===== src/rto_est_pkg.sv =====
// Shared widths, constants, register indexes and types for the RTO estimator.
// Used by every module of the block; it depends on nothing else.
package rto_est_pkg;

  localparam int SAMPLE_W  = 40;
  localparam int US_W      = 30;
  localparam int GRAN_W    = 20;
  localparam int NS_W      = 40;
  localparam int CFG_IDX_W = 2;
  localparam int CFG_DATA_W = 40;

  // Sample in nanoseconds divided by 1000 as (sample >> 3) / 125, where the
  // division by 125 is a multiplication by a rounded-up reciprocal.
  localparam int DIV_PRE_SHIFT = 3;
  localparam int DIV_Y_W       = SAMPLE_W - DIV_PRE_SHIFT;
  localparam int DIV_SHIFT     = 44;
  localparam int DIV_M_W       = 38;
  localparam int DIV_HALF_W    = DIV_M_W / 2;
  localparam int DIV_PP_W      = DIV_Y_W + DIV_HALF_W;
  localparam int DIV_SUM_W     = DIV_Y_W + DIV_M_W;
  localparam int DIV_Q_W       = DIV_SUM_W - DIV_SHIFT;
  localparam longint unsigned RecipDiv = 125;
  localparam logic [DIV_M_W-1:0] DIV_M =
      DIV_M_W'(((64'd1 << DIV_SHIFT) + RecipDiv - 64'd1) / RecipDiv);
  localparam logic [DIV_HALF_W-1:0] DIV_M_LO = DIV_M[DIV_HALF_W-1:0];
  localparam logic [DIV_HALF_W-1:0] DIV_M_HI = DIV_M[DIV_M_W-1:DIV_HALF_W];

  localparam logic [US_W-1:0] US_MAX = {US_W{1'b1}};

  localparam int SPREAD_W = US_W + 2;
  localparam int SUM_W    = SPREAD_W + 1;
  localparam int SCALED_W = SUM_W + 10;
  localparam logic [SCALED_W-1:0] US_TO_NS = SCALED_W'(1000);

  localparam logic [CFG_IDX_W-1:0] CFG_GRANULARITY = 2'd0;
  localparam logic [CFG_IDX_W-1:0] CFG_RTO_FLOOR   = 2'd1;
  localparam logic [CFG_IDX_W-1:0] CFG_RTO_CEILING = 2'd2;

  localparam logic [GRAN_W-1:0] GRAN_RESET    = GRAN_W'(1000);
  localparam logic [NS_W-1:0]   FLOOR_RESET   = NS_W'(64'd200000000);
  localparam logic [NS_W-1:0]   CEILING_RESET = NS_W'(64'd120000000000);

  typedef struct packed {
    logic [GRAN_W-1:0] granularity_us;
    logic [NS_W-1:0]   rto_floor_ns;
    logic [NS_W-1:0]   rto_ceiling_ns;
  } rto_cfg_t;

endpackage


===== src/rto_est_div1000.sv =====
// Two-stage conversion of a nanosecond sample to microseconds, floored at one
// and saturated to 30 bits. Depends on rto_est_pkg.
module rto_est_div1000 (
  input  logic                               clk,
  input  logic                               rst_n,
  input  logic                               in_valid,
  output logic                               in_ready,
  input  logic [rto_est_pkg::SAMPLE_W-1:0]   in_sample_ns,
  output logic                               out_valid,
  input  logic                               out_ready,
  output logic [rto_est_pkg::US_W-1:0]       out_us
);

  logic                                 pp_valid_r;
  logic [rto_est_pkg::DIV_PP_W-1:0]     pp_lo_r;
  logic [rto_est_pkg::DIV_PP_W-1:0]     pp_hi_r;
  logic [rto_est_pkg::DIV_PP_W-1:0]     pp_lo_nxt;
  logic [rto_est_pkg::DIV_PP_W-1:0]     pp_hi_nxt;
  logic [rto_est_pkg::DIV_Y_W-1:0]      y;
  logic                                 us_valid_r;
  logic [rto_est_pkg::US_W-1:0]         us_r;
  logic [rto_est_pkg::US_W-1:0]         us_nxt;
  logic [rto_est_pkg::DIV_SUM_W-1:0]    prod;
  logic [rto_est_pkg::DIV_Q_W-1:0]      quot;
  logic                                 pp_ready;

  assign pp_ready = !us_valid_r || out_ready;
  assign in_ready = !pp_valid_r || pp_ready;

  always_comb begin
    y = in_sample_ns[rto_est_pkg::SAMPLE_W-1:rto_est_pkg::DIV_PRE_SHIFT];
    pp_lo_nxt = {{rto_est_pkg::DIV_HALF_W{1'b0}}, y}
              * {{rto_est_pkg::DIV_Y_W{1'b0}}, rto_est_pkg::DIV_M_LO};
    pp_hi_nxt = {{rto_est_pkg::DIV_HALF_W{1'b0}}, y}
              * {{rto_est_pkg::DIV_Y_W{1'b0}}, rto_est_pkg::DIV_M_HI};
  end

  always_comb begin
    prod = {pp_hi_r, {rto_est_pkg::DIV_HALF_W{1'b0}}}
         + {{rto_est_pkg::DIV_HALF_W{1'b0}}, pp_lo_r};
    quot = prod[rto_est_pkg::DIV_SUM_W-1:rto_est_pkg::DIV_SHIFT];
    if (quot == '0) begin
      us_nxt = rto_est_pkg::US_W'(1);
    end else if (quot > {1'b0, rto_est_pkg::US_MAX}) begin
      us_nxt = rto_est_pkg::US_MAX;
    end else begin
      us_nxt = quot[rto_est_pkg::US_W-1:0];
    end
  end

  always_ff @(posedge clk) begin
    if (!rst_n) begin
      pp_valid_r <= 1'b0;
      us_valid_r <= 1'b0;
    end else begin
      if (in_ready) begin
        pp_valid_r <= in_valid;
        pp_lo_r    <= pp_lo_nxt;
        pp_hi_r    <= pp_hi_nxt;
      end
      if (pp_ready) begin
        us_valid_r <= pp_valid_r;
        us_r       <= us_nxt;
      end
    end
  end

  assign out_valid = us_valid_r;
  assign out_us    = us_r;

  // A converted sample is never zero, so it can never look like an unseeded state.
  a_us_nonzero: assert property (@(posedge clk) disable iff (!rst_n)
    us_valid_r |-> (us_r != '0))
    else $error("converted sample is zero");

endmodule


===== src/rto_est_update.sv =====
// Smoothed RTT and variation update; the state registers double as the stage
// output. Depends on rto_est_pkg.
module rto_est_update (
  input  logic                          clk,
  input  logic                          rst_n,
  input  logic                          in_valid,
  output logic                          in_ready,
  input  logic [rto_est_pkg::US_W-1:0]  in_us,
  output logic                          out_valid,
  input  logic                          out_ready,
  output logic [rto_est_pkg::US_W-1:0]  out_smoothed_us,
  output logic [rto_est_pkg::US_W-1:0]  out_variance_us
);

  logic                          valid_r;
  logic [rto_est_pkg::US_W-1:0]  srtt_r;
  logic [rto_est_pkg::US_W-1:0]  var_r;
  logic [rto_est_pkg::US_W-1:0]  srtt_nxt;
  logic [rto_est_pkg::US_W-1:0]  var_nxt;
  logic [rto_est_pkg::US_W-1:0]  gap;
  logic                          load;

  assign in_ready = !valid_r || out_ready;
  assign load     = in_valid && in_ready;

  always_comb begin
    gap = (srtt_r > in_us) ? (srtt_r - in_us) : (in_us - srtt_r);
    if (srtt_r == '0) begin
      // First sample seeds the estimator.
      srtt_nxt = in_us;
      var_nxt  = in_us >> 1;
    end else begin
      var_nxt  = var_r - (var_r >> 2) + (gap >> 2);
      srtt_nxt = srtt_r - (srtt_r >> 3) + (in_us >> 3);
    end
  end

  always_ff @(posedge clk) begin
    if (!rst_n) begin
      valid_r <= 1'b0;
      srtt_r  <= '0;
      var_r   <= '0;
    end else begin
      if (in_ready) begin
        valid_r <= in_valid;
      end
      if (load) begin
        srtt_r <= srtt_nxt;
        var_r  <= var_nxt;
      end
    end
  end

  assign out_valid       = valid_r;
  assign out_smoothed_us = srtt_r;
  assign out_variance_us = var_r;

  a_seed_kept: assert property (@(posedge clk) disable iff (!rst_n)
    (srtt_r != '0) |=> (srtt_r != '0))
    else $error("seeded smoothed RTT returned to zero");

  a_state_only_on_load: assert property (@(posedge clk) disable iff (!rst_n)
    !load |=> ($stable(srtt_r) && $stable(var_r)))
    else $error("estimator state changed without a transaction");

endmodule


===== src/rto_est_timeout.sv =====
// Timeout computation: variation term, scaling to nanoseconds, then clamping
// into the result register. Depends on rto_est_pkg.
module rto_est_timeout (
  input  logic                          clk,
  input  logic                          rst_n,
  input  rto_est_pkg::rto_cfg_t         cfg,
  input  logic                          in_valid,
  output logic                          in_ready,
  input  logic [rto_est_pkg::US_W-1:0]  in_smoothed_us,
  input  logic [rto_est_pkg::US_W-1:0]  in_variance_us,
  output logic                          out_valid,
  input  logic                          out_ready,
  output logic [rto_est_pkg::US_W-1:0]  out_smoothed_us,
  output logic [rto_est_pkg::US_W-1:0]  out_variance_us,
  output logic [rto_est_pkg::NS_W-1:0]  out_timeout_ns
);

  logic                              sc_valid_r;
  logic [rto_est_pkg::SCALED_W-1:0]  scaled_r;
  logic [rto_est_pkg::SCALED_W-1:0]  scaled_nxt;
  logic [rto_est_pkg::US_W-1:0]      sc_srtt_r;
  logic [rto_est_pkg::US_W-1:0]      sc_var_r;
  logic [rto_est_pkg::SPREAD_W-1:0]  spread4;
  logic [rto_est_pkg::SPREAD_W-1:0]  gran;
  logic [rto_est_pkg::SPREAD_W-1:0]  spread;
  logic [rto_est_pkg::SUM_W-1:0]     rto_us;
  logic [rto_est_pkg::SCALED_W-1:0]  floor_ext;
  logic [rto_est_pkg::SCALED_W-1:0]  ceil_ext;
  logic [rto_est_pkg::NS_W-1:0]      timeout_nxt;
  logic                              res_valid_r;
  logic [rto_est_pkg::US_W-1:0]      res_srtt_r;
  logic [rto_est_pkg::US_W-1:0]      res_var_r;
  logic [rto_est_pkg::NS_W-1:0]      res_timeout_r;
  logic                              sc_ready;

  assign sc_ready = !res_valid_r || out_ready;
  assign in_ready = !sc_valid_r || sc_ready;

  always_comb begin
    spread4 = {in_variance_us, 2'b00};
    gran    = {{(rto_est_pkg::SPREAD_W - rto_est_pkg::GRAN_W){1'b0}}, cfg.granularity_us};
    spread  = (spread4 < gran) ? gran : spread4;
    rto_us  = {3'b000, in_smoothed_us} + {1'b0, spread};
    scaled_nxt = {{(rto_est_pkg::SCALED_W - rto_est_pkg::SUM_W){1'b0}}, rto_us}
               * rto_est_pkg::US_TO_NS;
  end

  // The floor is tested first, so it wins even when it lies above the ceiling.
  always_comb begin
    floor_ext = {{(rto_est_pkg::SCALED_W - rto_est_pkg::NS_W){1'b0}}, cfg.rto_floor_ns};
    ceil_ext  = {{(rto_est_pkg::SCALED_W - rto_est_pkg::NS_W){1'b0}}, cfg.rto_ceiling_ns};
    if (scaled_r < floor_ext) begin
      timeout_nxt = cfg.rto_floor_ns;
    end else if (scaled_r > ceil_ext) begin
      timeout_nxt = cfg.rto_ceiling_ns;
    end else begin
      timeout_nxt = scaled_r[rto_est_pkg::NS_W-1:0];
    end
  end

  always_ff @(posedge clk) begin
    if (!rst_n) begin
      sc_valid_r  <= 1'b0;
      res_valid_r <= 1'b0;
    end else begin
      if (in_ready) begin
        sc_valid_r <= in_valid;
        scaled_r   <= scaled_nxt;
        sc_srtt_r  <= in_smoothed_us;
        sc_var_r   <= in_variance_us;
      end
      if (sc_ready) begin
        res_valid_r   <= sc_valid_r;
        res_srtt_r    <= sc_srtt_r;
        res_var_r     <= sc_var_r;
        res_timeout_r <= timeout_nxt;
      end
    end
  end

  assign out_valid       = res_valid_r;
  assign out_smoothed_us = res_srtt_r;
  assign out_variance_us = res_var_r;
  assign out_timeout_ns  = res_timeout_r;

endmodule


===== src/tcp_rto_estimator_top.sv =====
// Top level of the RTO estimator: configuration registers, input register and
// the conversion, update and timeout stages. Depends on rto_est_pkg and all submodules.
//
//   channel | handshake             | payload
//   --------+-----------------------+-----------------------------------------------
//   input   | in_valid / in_ready   | in_sample_ns
//   result  | out_valid / out_ready | out_smoothed_us, out_variance_us, out_timeout_ns
//   config  | cfg_wr_en             | cfg_index, cfg_data
//
// One transaction is accepted per cycle when the result side keeps up; each
// accepted input passes through the input register, two divider stages, the state
// update, scaling and the clamp register. The estimator state closes its loop in
// the single update stage. Reset restores the register defaults, clears the state
// and empties every stage. Each stage has its own valid bit, so a stall at the
// output fills bubbles before it reaches the input.
module tcp_rto_estimator_top (
  input  logic                                clk,
  input  logic                                rst_n,
  input  logic                                in_valid,
  output logic                                in_ready,
  input  logic [rto_est_pkg::SAMPLE_W-1:0]    in_sample_ns,
  output logic                                out_valid,
  input  logic                                out_ready,
  output logic [rto_est_pkg::US_W-1:0]        out_smoothed_us,
  output logic [rto_est_pkg::US_W-1:0]        out_variance_us,
  output logic [rto_est_pkg::NS_W-1:0]        out_timeout_ns,
  input  logic                                cfg_wr_en,
  input  logic [rto_est_pkg::CFG_IDX_W-1:0]   cfg_index,
  input  logic [rto_est_pkg::CFG_DATA_W-1:0]  cfg_data
);

  rto_est_pkg::rto_cfg_t                 cfg_r;
  logic                                  in_valid_r;
  logic [rto_est_pkg::SAMPLE_W-1:0]      sample_r;
  logic                                  div_ready;
  logic                                  div_valid;
  logic [rto_est_pkg::US_W-1:0]          div_us;
  logic                                  upd_ready;
  logic                                  upd_valid;
  logic [rto_est_pkg::US_W-1:0]          upd_srtt;
  logic [rto_est_pkg::US_W-1:0]          upd_var;
  logic                                  tmo_ready;

  always_ff @(posedge clk) begin
    if (!rst_n) begin
      cfg_r.granularity_us <= rto_est_pkg::GRAN_RESET;
      cfg_r.rto_floor_ns   <= rto_est_pkg::FLOOR_RESET;
      cfg_r.rto_ceiling_ns <= rto_est_pkg::CEILING_RESET;
    end else if (cfg_wr_en) begin
      case (cfg_index)
        rto_est_pkg::CFG_GRANULARITY:
          cfg_r.granularity_us <= cfg_data[rto_est_pkg::GRAN_W-1:0];
        rto_est_pkg::CFG_RTO_FLOOR:   cfg_r.rto_floor_ns   <= cfg_data;
        rto_est_pkg::CFG_RTO_CEILING: cfg_r.rto_ceiling_ns <= cfg_data;
        default: ;
      endcase
    end
  end

  assign in_ready = !in_valid_r || div_ready;

  always_ff @(posedge clk) begin
    if (!rst_n) begin
      in_valid_r <= 1'b0;
    end else if (in_ready) begin
      in_valid_r <= in_valid;
      sample_r   <= in_sample_ns;
    end
  end

  rto_est_div1000 u_div (
    .clk          (clk),
    .rst_n        (rst_n),
    .in_valid     (in_valid_r),
    .in_ready     (div_ready),
    .in_sample_ns (sample_r),
    .out_valid    (div_valid),
    .out_ready    (upd_ready),
    .out_us       (div_us)
  );

  rto_est_update u_upd (
    .clk             (clk),
    .rst_n           (rst_n),
    .in_valid        (div_valid),
    .in_ready        (upd_ready),
    .in_us           (div_us),
    .out_valid       (upd_valid),
    .out_ready       (tmo_ready),
    .out_smoothed_us (upd_srtt),
    .out_variance_us (upd_var)
  );

  rto_est_timeout u_tmo (
    .clk             (clk),
    .rst_n           (rst_n),
    .cfg             (cfg_r),
    .in_valid        (upd_valid),
    .in_ready        (tmo_ready),
    .in_smoothed_us  (upd_srtt),
    .in_variance_us  (upd_var),
    .out_valid       (out_valid),
    .out_ready       (out_ready),
    .out_smoothed_us (out_smoothed_us),
    .out_variance_us (out_variance_us),
    .out_timeout_ns  (out_timeout_ns)
  );

endmodule


===== config.mk =====
export PLATFORM = sky130hd
export DESIGN_NAME = tcp_rto_estimator_top
export DESIGN_NICKNAME = d
export VERILOG_FILES = /design/src/rto_est_pkg.sv /design/src/rto_est_div1000.sv /design/src/rto_est_update.sv /design/src/rto_est_timeout.sv /design/src/tcp_rto_estimator_top.sv
export SDC_FILE = /design/constraint.sdc
export NUM_CORES = 2
export LEC_CHECK = 0
export ABC_CLOCK_PERIOD_IN_PS = 9990
export BUFFER_PORTS_ARGS = -buffer_cell sky130_fd_sc_hd__buf_2
export CAP_MARGIN = 20
export CORE_UTILIZATION = 36
export DETAILED_ROUTE_END_ITERATION = 10
export PLACE_DENSITY_LB_ADDON = 0.25
export SYNTH_ARGS = -nofsm -noshare
export SYNTH_HDL_FRONTEND = slang
export SYNTH_SLANG_ARGS = --single-unit

===== constraint.sdc =====
create_clock -name clk -period 9.99 [get_ports clk]
set_clock_uncertainty 0.05 [all_clocks]
set_input_delay 0.4995 -clock clk [delete_from_list [all_inputs] [get_ports clk]]
set_output_delay 0.4995 -clock clk [all_outputs]
set_load 0.005 [all_outputs]

# --- Word-level counts from Yosys, hierarchy flattened ---
# Cells that the tools add are included.
classes:
  n_addsub: 8
  n_mul: 3
  div_mod_pow: 0
  n_lt_le_gt_ge: 5
  eq_ne: 2
  n_shift: 0
  mux: 7
  bitwise_logic: 0
  reduce_logical: 25
op_table:
  columns: ["cell", "n"]
  rows:
  - ["$mux W30", 4]
  - ["$mux W40", 2]
  - ["$add A75 B55 Y75", 1]
  - ["$sub A30 B30 Y30", 2]
  - ["$mul A37 B19 Y56 const B", 1]
  - ["$mul A37 B16 Y53 const B", 1]
  - ["$gt A43 B40 Y1", 1]
  - ["$lt A43 B40 Y1", 1]
  - ["$mul A33 B7 Y40 const B", 1]
  - ["$add A30 B32 Y33", 1]
  - ["$lt A32 B20 Y1", 1]
  - ["$mux W32", 1]
  - ["$gt A31 B30 Y1 const B", 1]
  - ["$logic_not A31 Y1", 1]
  - ["$add A30 B27 Y30", 1]
  - ["$add A30 B28 Y30", 1]
  - ["$gt A30 B30 Y1", 1]
  - ["$logic_not A30 Y1", 1]
  - ["$sub A30 B27 Y30", 1]
  - ["$sub A30 B28 Y30", 1]
  - ["$reduce_and A2 Y1", 8]
  - ["$logic_not A1 Y1", 6]
  - ["$logic_or A1 B1 Y1", 6]
  - ["$eq A2 B1 Y1 const B", 1]
  - ["other kinds (4)", 4]
word_totals:
  reg_bits: 545
  latchBits: 0
  mem_bits_rw: 0
  rom_bits: 0
  inputBits: 87
  output_inout_bits: 102
  word_cells: 72
  mem_count: 0

# --- Depth between registers and ports, before layout ---
depth:
  depth_word: 8
  depth_mapped: 40
  ltp_nobuf: 38

# --- Cells and area by module ---
# From an unflattened synthesis, not the netlist that was laid out.
hier_totals:
  cells_unflattened: 5603
  hier_area_um2: 55858.6
by_module_without_submodules:
  columns: ["mod", "n_inst", "cells_each", "area_per_inst_um2", "seq_area_each_um2"]
  rows:
  - ["rto_est_div1000", 1, 2368, 24158.2, 3703.6]
  - ["rto_est_timeout", 1, 1496, 16703.5, 6045.8]
  - ["rto_est_update", 1, 1288, 9714.3, 1221.2]
  - ["tcp_rto_estimator_top", 1, 451, 5282.6, 3223.1]

# --- Least setup slack after synthesis ---
# Ideal clock, no wire load.
synth_timing:
  path_type: "register to register"
  start: "register cfg_r[82] (netlist name)"
  end: "register u_tmo.scaled_r[42] (netlist name), data pin"
  setup_time_ns: 0.260
  arrival_time_ns: 8.293
  required_ns: 9.680
  path_slack_ns: 1.387
  path_stages_with_launch: 38
  n_path_buf: 1
  period_less_slack_ns: 8.603
  cell_sequence: "dfxtp_1 > inv_1 > ha_1 > nor3b_1 > o21a_1 > o21a_1 > o21a_1 > o21a_1 > o21ai_0 > a21oi_1 > or3_1 > clkbuf_1 > nand2_1 > o21ai_0 > ha_1 > a211o_1 > o211ai_1 > a22o_1 > [... 2 more ...] > o21ai_0 > o41a_1 > a21o_1 > a21o_1 > xor2_1 > fa_1 > inv_1 > fa_1 > inv_1 > fa_1 > fa_1 > ha_1 > nand2_1 > a2111o_1 > a31oi_1 > a21boi_0 > o21bai_1 > xnor2_1"
synth_between:
  elab_chain_len: 4
synth_rtl:
  columns: ["element", "line", "text"]
  rows:
  - ["start, declared", "tcp_rto_estimator_top.sv:32", "rto_est_pkg::rto_cfg_t cfg_r;"]
  - ["$lt A32 B20 Y1", "rto_est_timeout.sv:42", "spread = (spread4 < gran) ? gran : spread4;"]
  - ["$mux W32 *", "rto_est_timeout.sv:42", null]
  - ["$add A30 B32 Y33 *", "rto_est_timeout.sv:43", "rto_us = {3'b000, in_smoothed_us} + {1'b0, spread};"]
  - ["$mul A33 B7 Y40 *", "rto_est_timeout.sv:45", "* rto_est_pkg::US_TO_NS;"]
  - ["net u_tmo.scaled_nxt, one bit", "rto_est_timeout.sv:20", "logic [rto_est_pkg::SCALED_W-1:0] scaled_nxt;"]
  - ["end signal, assigned", "rto_est_timeout.sv:68", "scaled_r <= scaled_nxt;"]
  - ["end, declared", "rto_est_timeout.sv:19", "logic [rto_est_pkg::SCALED_W-1:0] scaled_r;"]
# Mark *: on every way through the listed nets, which the timed path passes. The rest lies on a longest branch.
# A chain may end at the register's enable or synchronous reset.

# --- Worst setup path after layout ---
# Same ends and word-level chain as after synthesis.

==> metrics.yaml <==
global_routing:
  gr-total-overflow: 0
  grt_max_degree: 82
  grt_pass1_wl_mm: 226
  grt_util_all_layers_pct: 19.4
  grt_antenna_before_repair: 4
  grt_pass1_vias: 39700
sta:
  setup_ws_ns: 0.578
  tightest_slew_ns: 1.08
  max_slew_margin_pct: 27.8
  max_freq_mhz: 106
  final-max-slew-violation-count: 0
  final_hold_viol_count: 0
  finalCriticalPeriod_ns: 9.41
  post-route-period-util_pct: 94.2
  final-setup-viol-count: 0
  fin_setup_tns_ns: 0
placed_design:
  dp_hpwl_mm: 116
  gp_congestion: 0.885
  place_ws_ns: 0.306
  placedCellCount: 7318
  io_buffers: 185
final_layout:
  drive_above_1_share_pct: 7.92
  fin_nets: 6902
  area_delta_synth_final_pct: 11.8
  fin_cells: 7482
  n_antenna_cell: 0
cts:
  cts_setup_buffers: 0
  clockRootBuffer: "clkbuf_16"
  cts_sinks: 525
  clk_path_buf_depth: 3
  cts_buffers: 66
  htree_levels: 3
  cts_tree: "built"
  cts.clk_slew.worst_paths_ns: 0.06
  insertion_delay_ns: 0.68
setup_path:
  rr_endpoint: "u_tmo.scaled_r[42]"
  path_class: "reg -> reg"
  r2r_start: "cfg_r[82]"
  cp.depth: 36
  slowest_delay_ns: 0.76
  critPathArrivalTime_ns: 9.74
  cp_common_cell: "o21a_1"
  crit_start: "cfg_r[82]"
  required_ns: 10.32
  crit_buf_inv: 3
  slowest_stage: "xnor2_1"
  cp-endpoint: "u_tmo.scaled_r[42]"
  critPathLaunchType: "flop"
  path_max_fanout: 10
  crit_family: "compound AO/OA/AOI/OAI gates"
  end_kind: "flop"
  rr_worst_depth: 36
  ff2ff_setup_slack_ns: 0.58
yosys:
  synth_seq_cells: 525
  yosys.area.top_type: "fa_1"
  syn_inst: 5260
  synthDominantCellAreaShare_pct: 20.7
  synth_area_leaders: "fa_1 (21%), edfxtp_1 (20%), ha_1 (18%)"
  syn-num-nets: 6651
  synth-seq-area-share_pct: 26.5
  synth_area_mm2: 0.0532
  avgSynthCellArea_um2: 10.1
  synth_flop_cell: "edfxtp_1"
  synth_edf_count: 359
  yosysMostFrequentCell: "inv_1"
  synth_warnings: 0
  synthArstFlopShare_pct: 0
  synthTopCellsByCount: "inv_1 (839), ha_1 (753), fa_1 (551)"
  ys_types: 94
routing:
  first_pass_iters: 7
  ant_nets: 0
  vias: 38500
  remaining_drc_errors: 0
  drt_iter0_drc: 2026
  viasPerCell: 5.14
  routed_wl_mm: 145
  wl_per_cell_um: 19.3
die:
  coreArea_mm2: 0.146
  start_util_pct: 36.4
  die_y_um: 387
  core.rowCount: 140
  io_pins: 189
  dieWidth_um: 387
  die_area_mm2: 0.149
min_path:
  hold_path.class: "in -> reg"
run_status:
  status: "completed"
run:
  maxCapViolCount: 0
sequential cells by signal, summed over array words and instances, names as in the netlist, 30 cells and up:
signal and cells:
u_div.pp_lo_r 36, u_tmo.out_smoothed_us 30, u_tmo.scaled_r 40, u_div.pp_hi_r 56
u_tmo.out_timeout_ns 40, u_div.out_us 30, u_tmo.sc_srtt_r 30, sample_r 37
u_tmo.sc_var_r 30, cfg_r 100, u_tmo.out_variance_us 30, u_upd.out_variance_us 30
u_upd.out_smoothed_us 30
cell type report:
cell class              instances  area (um2)
clock buffers                  80        1760
clock inverters                42         562
fillers                     14300       86700
inverters                     840        3160
multi-input cells            3772       35600
flip-flops and latches        525       14100
well taps                    1917        2400
repair buffers                306        1940
metrics by stage:
stage	util, %	area (um2)	hold slack (ns)
floorplan	-	53200	0.350
global placement	38.8	56700	0.351
detailed placement	38.8	56800	0.355
CTS	40.7	59500	0.0105
global route	40.7	59500	0.0244
finish	40.7	59500	0.0524
routing by layer:
metal	vias to the layer above	track usage (%)	share of wire, %
li1	18600	-	-
met2	770	33.8	49
met5	-	0	0
met1	18900	25.4	45
met4	0	5.24	2.6
met3	164	2.15	3.6
cell usage in the layout (no fill, tap or decap), types with 42 or more instances in the layout:
cell type,synthesis,routed
a21o_1,166,166
a21oi_1,378,377
a31oi_1,47,45
buf_2,9,185
buf_4,1,80
clkbuf_16,0,67
dfxtp_1,166,166
edfxtp_1,359,359
fa_1,551,551
ha_1,753,753
inv_1,839,839
mux2i_1,54,54
nand2_1,402,402
nand3_1,78,78
nand4_1,55,55
nor2_1,213,209
nor2b_1,42,42
o211ai_1,62,62
o21a_1,42,42
o21ai_0,179,179
xnor2_1,172,170
xor2_1,79,78
worst register-to-register path: cells and delay by family (launching register included):
kind / cells / cell delay (ns)
flops: 1 / 0.33
simple gates: 4 / 1.11
xor+xnor: 3 / 1.04
buf+inv: 3 / 0.15
fa+ha+maj: 8 / 2.93
compound gates: 18 / 3.50
logic make-up after synthesis:
kind of cell	count (synthesis)	share of synthesized area (%)
adder cells (fa/ha/maj)	1307	38.5
AND/OR/NAND/NOR	1026	9.10
AO/OA/AOI/OAI	1127	13.8
XOR/XNOR	253	4.19
flip-flops	525	26.5
buffers and inverters	963	6.85
multiplexers	59	1.12
repair_timing:
item	in CTS	in global routing
endpoints found under the hold margin	45	0
hold buffers	41	0
endpoints found under the setup margin	0	11
gates resized for setup	0	8
worst min path at each step:
stage / startpoint / endpoint / slack, ns / cells after the start
2_1_floorplan: u_tmo.sc_srtt_r[0] / u_tmo.out_smoothed_us[0] / 0.35 / 0
3_3_place_gp: u_tmo.sc_srtt_r[3] / u_tmo.out_smoothed_us[3] / 0.35 / 0
3_5_place_dp: u_tmo.sc_srtt_r[22] / u_tmo.out_smoothed_us[22] / 0.35 / 0
4_1_cts: cfg_data[28] / cfg_r[28] / 0.01 / 3
5_1_grt: cfg_data[28] / cfg_r[68] / 0.02 / 3
6_report: cfg_data[28] / cfg_r[28] / 0.05 / 3
Power is not shown: default switching activity piles up to over one toggle a cycle in this logic, so the estimate is an artifact.
